File: src/rtl/arst_pkg.sv
package arst_pkg;

  localparam int CAPACITY_DEF  = 64;
  localparam int ADDR_BITS_DEF = 48;
  localparam int HANDLE_BITS   = 32;
  localparam int LEN_BITS      = 31;

  localparam logic [1:0] ACT_ADD    = 2'd0;
  localparam logic [1:0] ACT_REMOVE = 2'd1;
  localparam logic [1:0] ACT_FIND   = 2'd2;

  typedef enum logic {
    ST_IDLE,
    ST_RUN
  } state_t;

  // control part of the token that walks down the cell chain
  typedef struct packed {
    logic       valid;
    logic [1:0] action;
    logic       status;
    logic       claimed;
    logic       hit;
  } ctrl_t;

endpackage

File: src/rtl/arst_cell.sv
module arst_cell #(
  parameter int ADDR_BITS = arst_pkg::ADDR_BITS_DEF,
  parameter int CNT_W     = 7
) (
  input  logic                          clk,
  input  logic                          rst,
  input  arst_pkg::ctrl_t               ctrl_in,
  input  logic [CNT_W-1:0]              left_in,
  input  logic [ADDR_BITS-1:0]          start_in,
  input  logic [ADDR_BITS:0]            aux_in,
  input  logic [arst_pkg::HANDLE_BITS-1:0] handle_in,
  output arst_pkg::ctrl_t               ctrl_out,
  output logic [CNT_W-1:0]              left_out,
  output logic [ADDR_BITS-1:0]          start_out,
  output logic [ADDR_BITS:0]            aux_out,
  output logic [arst_pkg::HANDLE_BITS-1:0] handle_out
);
  import arst_pkg::*;

  logic [ADDR_BITS-1:0]   ent_start;
  logic [ADDR_BITS:0]     ent_end;
  logic [HANDLE_BITS-1:0] ent_handle;

  logic occupied;
  logic live;
  logic add_here;
  logic rm_match;
  logic fd_match;

  // entry is occupied while the token still has entries left to pass
  assign occupied = (left_in != '0);
  assign live     = ctrl_in.valid && !ctrl_in.claimed;
  assign add_here = live && (ctrl_in.action == ACT_ADD) && !occupied;
  assign rm_match = live && (ctrl_in.action == ACT_REMOVE) && occupied &&
                    (ent_start == start_in) && (ent_handle == handle_in);
  assign fd_match = live && (ctrl_in.action == ACT_FIND) && occupied &&
                    (aux_in[ADDR_BITS-1:0] >= ent_start) &&
                    (ent_end[ADDR_BITS] || (aux_in[ADDR_BITS-1:0] < ent_end[ADDR_BITS-1:0]));

  always_ff @(posedge clk) begin
    if (add_here) begin
      ent_start  <= start_in;
      ent_end    <= aux_in;
      ent_handle <= handle_in;
    end else if (rm_match) begin
      ent_handle <= '0;
    end
  end

  always_ff @(posedge clk) begin
    if (rst) begin
      ctrl_out <= '0;
    end else begin
      ctrl_out.valid   <= ctrl_in.valid;
      ctrl_out.action  <= ctrl_in.action;
      ctrl_out.status  <= ctrl_in.status;
      ctrl_out.claimed <= ctrl_in.claimed | add_here | rm_match | fd_match;
      ctrl_out.hit     <= ctrl_in.hit | rm_match | fd_match;
    end
  end

  always_ff @(posedge clk) begin
    left_out   <= occupied ? (left_in - CNT_W'(1)) : '0;
    start_out  <= start_in;
    aux_out    <= aux_in;
    handle_out <= fd_match ? ent_handle : handle_in;
  end

endmodule

File: config.mk
export PLATFORM = sky130hd
export DESIGN_NAME = arst_cell
export DESIGN_NICKNAME = d
export VERILOG_FILES = /design/src/rtl/arst_pkg.sv /design/src/rtl/arst_cell.sv
export SDC_FILE = /design/constraint.sdc
export NUM_CORES = 1
export LEC_CHECK = 0
export ABC_CLOCK_PERIOD_IN_PS = 13700
export BUFFER_PORTS_ARGS = -buffer_cell sky130_fd_sc_hd__buf_2
export CORE_ASPECT_RATIO = 2
export CORE_MARGIN = 2
export CORE_UTILIZATION = 35
export DETAILED_ROUTE_END_ITERATION = 16
export PLACE_DENSITY = 0.54
export SLEW_MARGIN = 40
export SYNTH_ARGS = -nofsm -noshare
export SYNTH_HDL_FRONTEND = slang
export SYNTH_SLANG_ARGS = --single-unit
File: constraint.sdc
create_clock -name clk -period 13.7 [get_ports clk]
set_input_delay 2.055 -clock clk [delete_from_list [all_inputs] [get_ports clk]]
set_output_delay 2.055 -clock clk [all_outputs]
set_load 0.1 [all_outputs]
==> metrics.csv <==
metric,value,unit
gp_congestion,0.7842,
rows,92,
die_w,129.6,um
rsz0062_at_grt,false,
ctsHoldBuffers,0,
finalHoldViolCount,0,
drtIter0Drc,358,
peakVddDrop,0.1114,mV
drive_gt1_frac,0.3146,
holdPathStages,1,
final_cells,1597,
power_frac_seq,0.464,
grt_max_degree,81,
die_h,255.2,um
final_cell_mix,"buf_2, dfxtp_1, edfxtp_1",
max_freq,226.8,MHz
p_clk_frac,0.382,
track_usage,0.1667,
syn_nets,1087,
synth_top_area_cell,edfxtp_1,
coreArea,31310,sq um
crit_path_end_kind,flop,
hpwl,21630,um
placed_cells,1548,
synth_area_leaders,"edfxtp_1, dfxtp_1, ha_1",
die_area,33080,sq um
insertion_delay,0.54,ns
avgViaCountPerCell,4.586,
use_met2,0.2781,
cap_violations,0,
synth.cell_area,11050,sq um
switching_share,0.2960,
first_pass_iters,4,
synth_cells,846,
syn_avg_cell_area,13.06,sq um
finalCritPeriodShare,0.3218,
synth-seq-cells,271,
grt_pass1_vias,7471,
finalClockSkew,0.008108,ns
num_vias,7324,
multi_input_area,3855,sq um
grt_overflow_total,0,
finalSetupTns,0,ns
drt-wirelength-per-cell,17.52,um
async_reset_ff_frac,0,
hold_path.class,flop to flop,
port_buffers,285,
drtAntennaViolNets,0,
crit_fanout,80,
status,"finished, final reports clean",
power.density,136.2,nW/um^2
startpoint,left_in[3],
maxSlewHeadroom,0.5123,
yosysWarningCount,0,
worst_slew_pin_slew,0.7315,ns
worst_ep_arrival_time,4.58,ns
ys.flop_type,dfxtp_1,
antenna_found_initial,5,
n_fill_cell,2997,
cts_setup_buffers,0,
clk_pin_slew_worst_paths,0.07,ns
busiest_layer,met2,
use_met1,0.2047,
setup_slack,9.292,ns
use_met3,0.04745,
fin_nets,1394,
final_common_cell,buf_2,
htreeDepth,1,
yosysSeqAreaShare,0.6081,
grt_pass1_wl,41630,um
p_leak,6.191,nW
power.switching,0.0005576,W
synth_cell_types,50,
cts_sinks,271,
layout_min_cycle_time,4.408,ns
pwr-share-comb,0.155,
drt-total-wl,27980,um
start_util,0.3528,
drc_errors,0,
synth_edf_count,129,
io-pin-count,286,
cts_max_path_buffers,3,
path_class,primary input to flop,
register_area,6716,sq um
area_delta_synth_final,25.18,%
place_ws,8.706,ns
total_power,0.001884,W
start_kind,primary input,
drv_slew,0,
reg2reg_depth,9,
cts_buffers,26,
root_buffer,clkbuf_16,
setup_viol,0,
cts_resized,0,
min_from,ent_handle[13],
yosys.area.top_type_share,0.3507,
cts_tree,done,
worstPathRequired,13.87,ns
internal-power,0.001326,W
regToRegStartpoint,ent_start[14],
## state kept, by name, summed over array words and instances (netlist names)
signal,flops
ent_handle,32
aux_out,49
ctrl_out,6
handle_out,32
start_out,48
ent_start,48
left_out,7
ent_end,49
## cell usage after synthesis (2+ instances only)
library cell,instances
nor2b_1,11
nand3_1,10
o21a_1,2
mux2_2,4
nor4_1,15
o22ai_1,8
o211ai_1,3
ha_1,97
buf_6,3
a21oi_1,38
xnor2_1,32
nor3b_1,3
o2111ai_1,5
buf_8,2
a2111o_1,4
nor2_1,13
or4_1,2
a31oi_1,3
o31ai_1,2
edfxtp_1,129
a22o_1,2
nor3_1,5
o21ai_0,15
mux2_4,28
nand2b_1,16
a221oi_1,4
and4_1,4
clkbuf_1,3
nand2_1,24
and2_1,32
inv_1,113
a2111oi_0,2
o2bb2ai_1,6
nand4_1,23
dfxtp_1,142
a21o_1,8
xor2_1,20
## stage by stage
stage / hold slack [ns] / area, sq um / utilization
2_1_floorplan: 0.4764 / 11050 / -
3_3_place_gp: 0.4882 / 12950 / 0.4137
3_5_place_dp: 0.5135 / 12970 / 0.4142
4_1_cts: 0.5281 / 13820 / 0.4415
5_1_grt: 0.5465 / 13820 / 0.4415
6_report: 0.5240 / 13830 / 0.4416
## critical path, cell delays in order
cell and delay (ns):
buf_2 0.13, nor4_1 0.34, and3b_1 0.48, nor4b_4 0.29, buf_4 0.57, buf_6 0.64
## power by group through the flow
stage	registers [W]	clock network [W]	logic, W
3_3_place_gp	0.000892	0	0.000290
2_1_floorplan	0.00106	0	0.0000437
6_report	0.000874	0.000719	0.000291
3_5_place_dp	0.000892	0	0.000293
4_1_cts	0.000874	0.000743	0.000294
5_1_grt	0.000876	0.000767	0.000306
## layout make-up
cell class / instances / area share
Sequential cell: 271 / 0.4857
Clock inverter: 14 / 0.006425
Tap cell: 423 / 0.03828
Inverter: 113 / 0.03068
Multi-Input combinational cell: 454 / 0.2788
Timing Repair Buffer: 287 / 0.1045
Antenna cell: 1 / 0.0001810
Clock buffer: 34 / 0.05538
## final timing paths
check / end / slack (ns)
worst max-delay path: ent_start[27] / 9.29
worst min-delay path: handle_out[13] / 0.52
worst max register to register: handle_out[15] / 10.62
worst min register to register: handle_out[13] / 0.52
## routing by layer
metal / vias up / wire length, um
met5: - / 55
met4: 8 / 784
met3: 50 / 2387
met2: 278 / 13060
met1: 3376 / 11690
li1: 3612 / -
## logic make-up after synthesis
kind of cell,Yosys count,synth area share
flip-flops,271,0.6081
AND/OR/NAND/NOR,165,0.08768
XOR/XNOR,52,0.04123
multiplexers,32,0.04214
AO/OA/AOI/OAI,108,0.06581
adder cells (fa/ha/maj),97,0.1099
buffers and inverters,121,0.04520
Power figures use the tool's default switching activity.
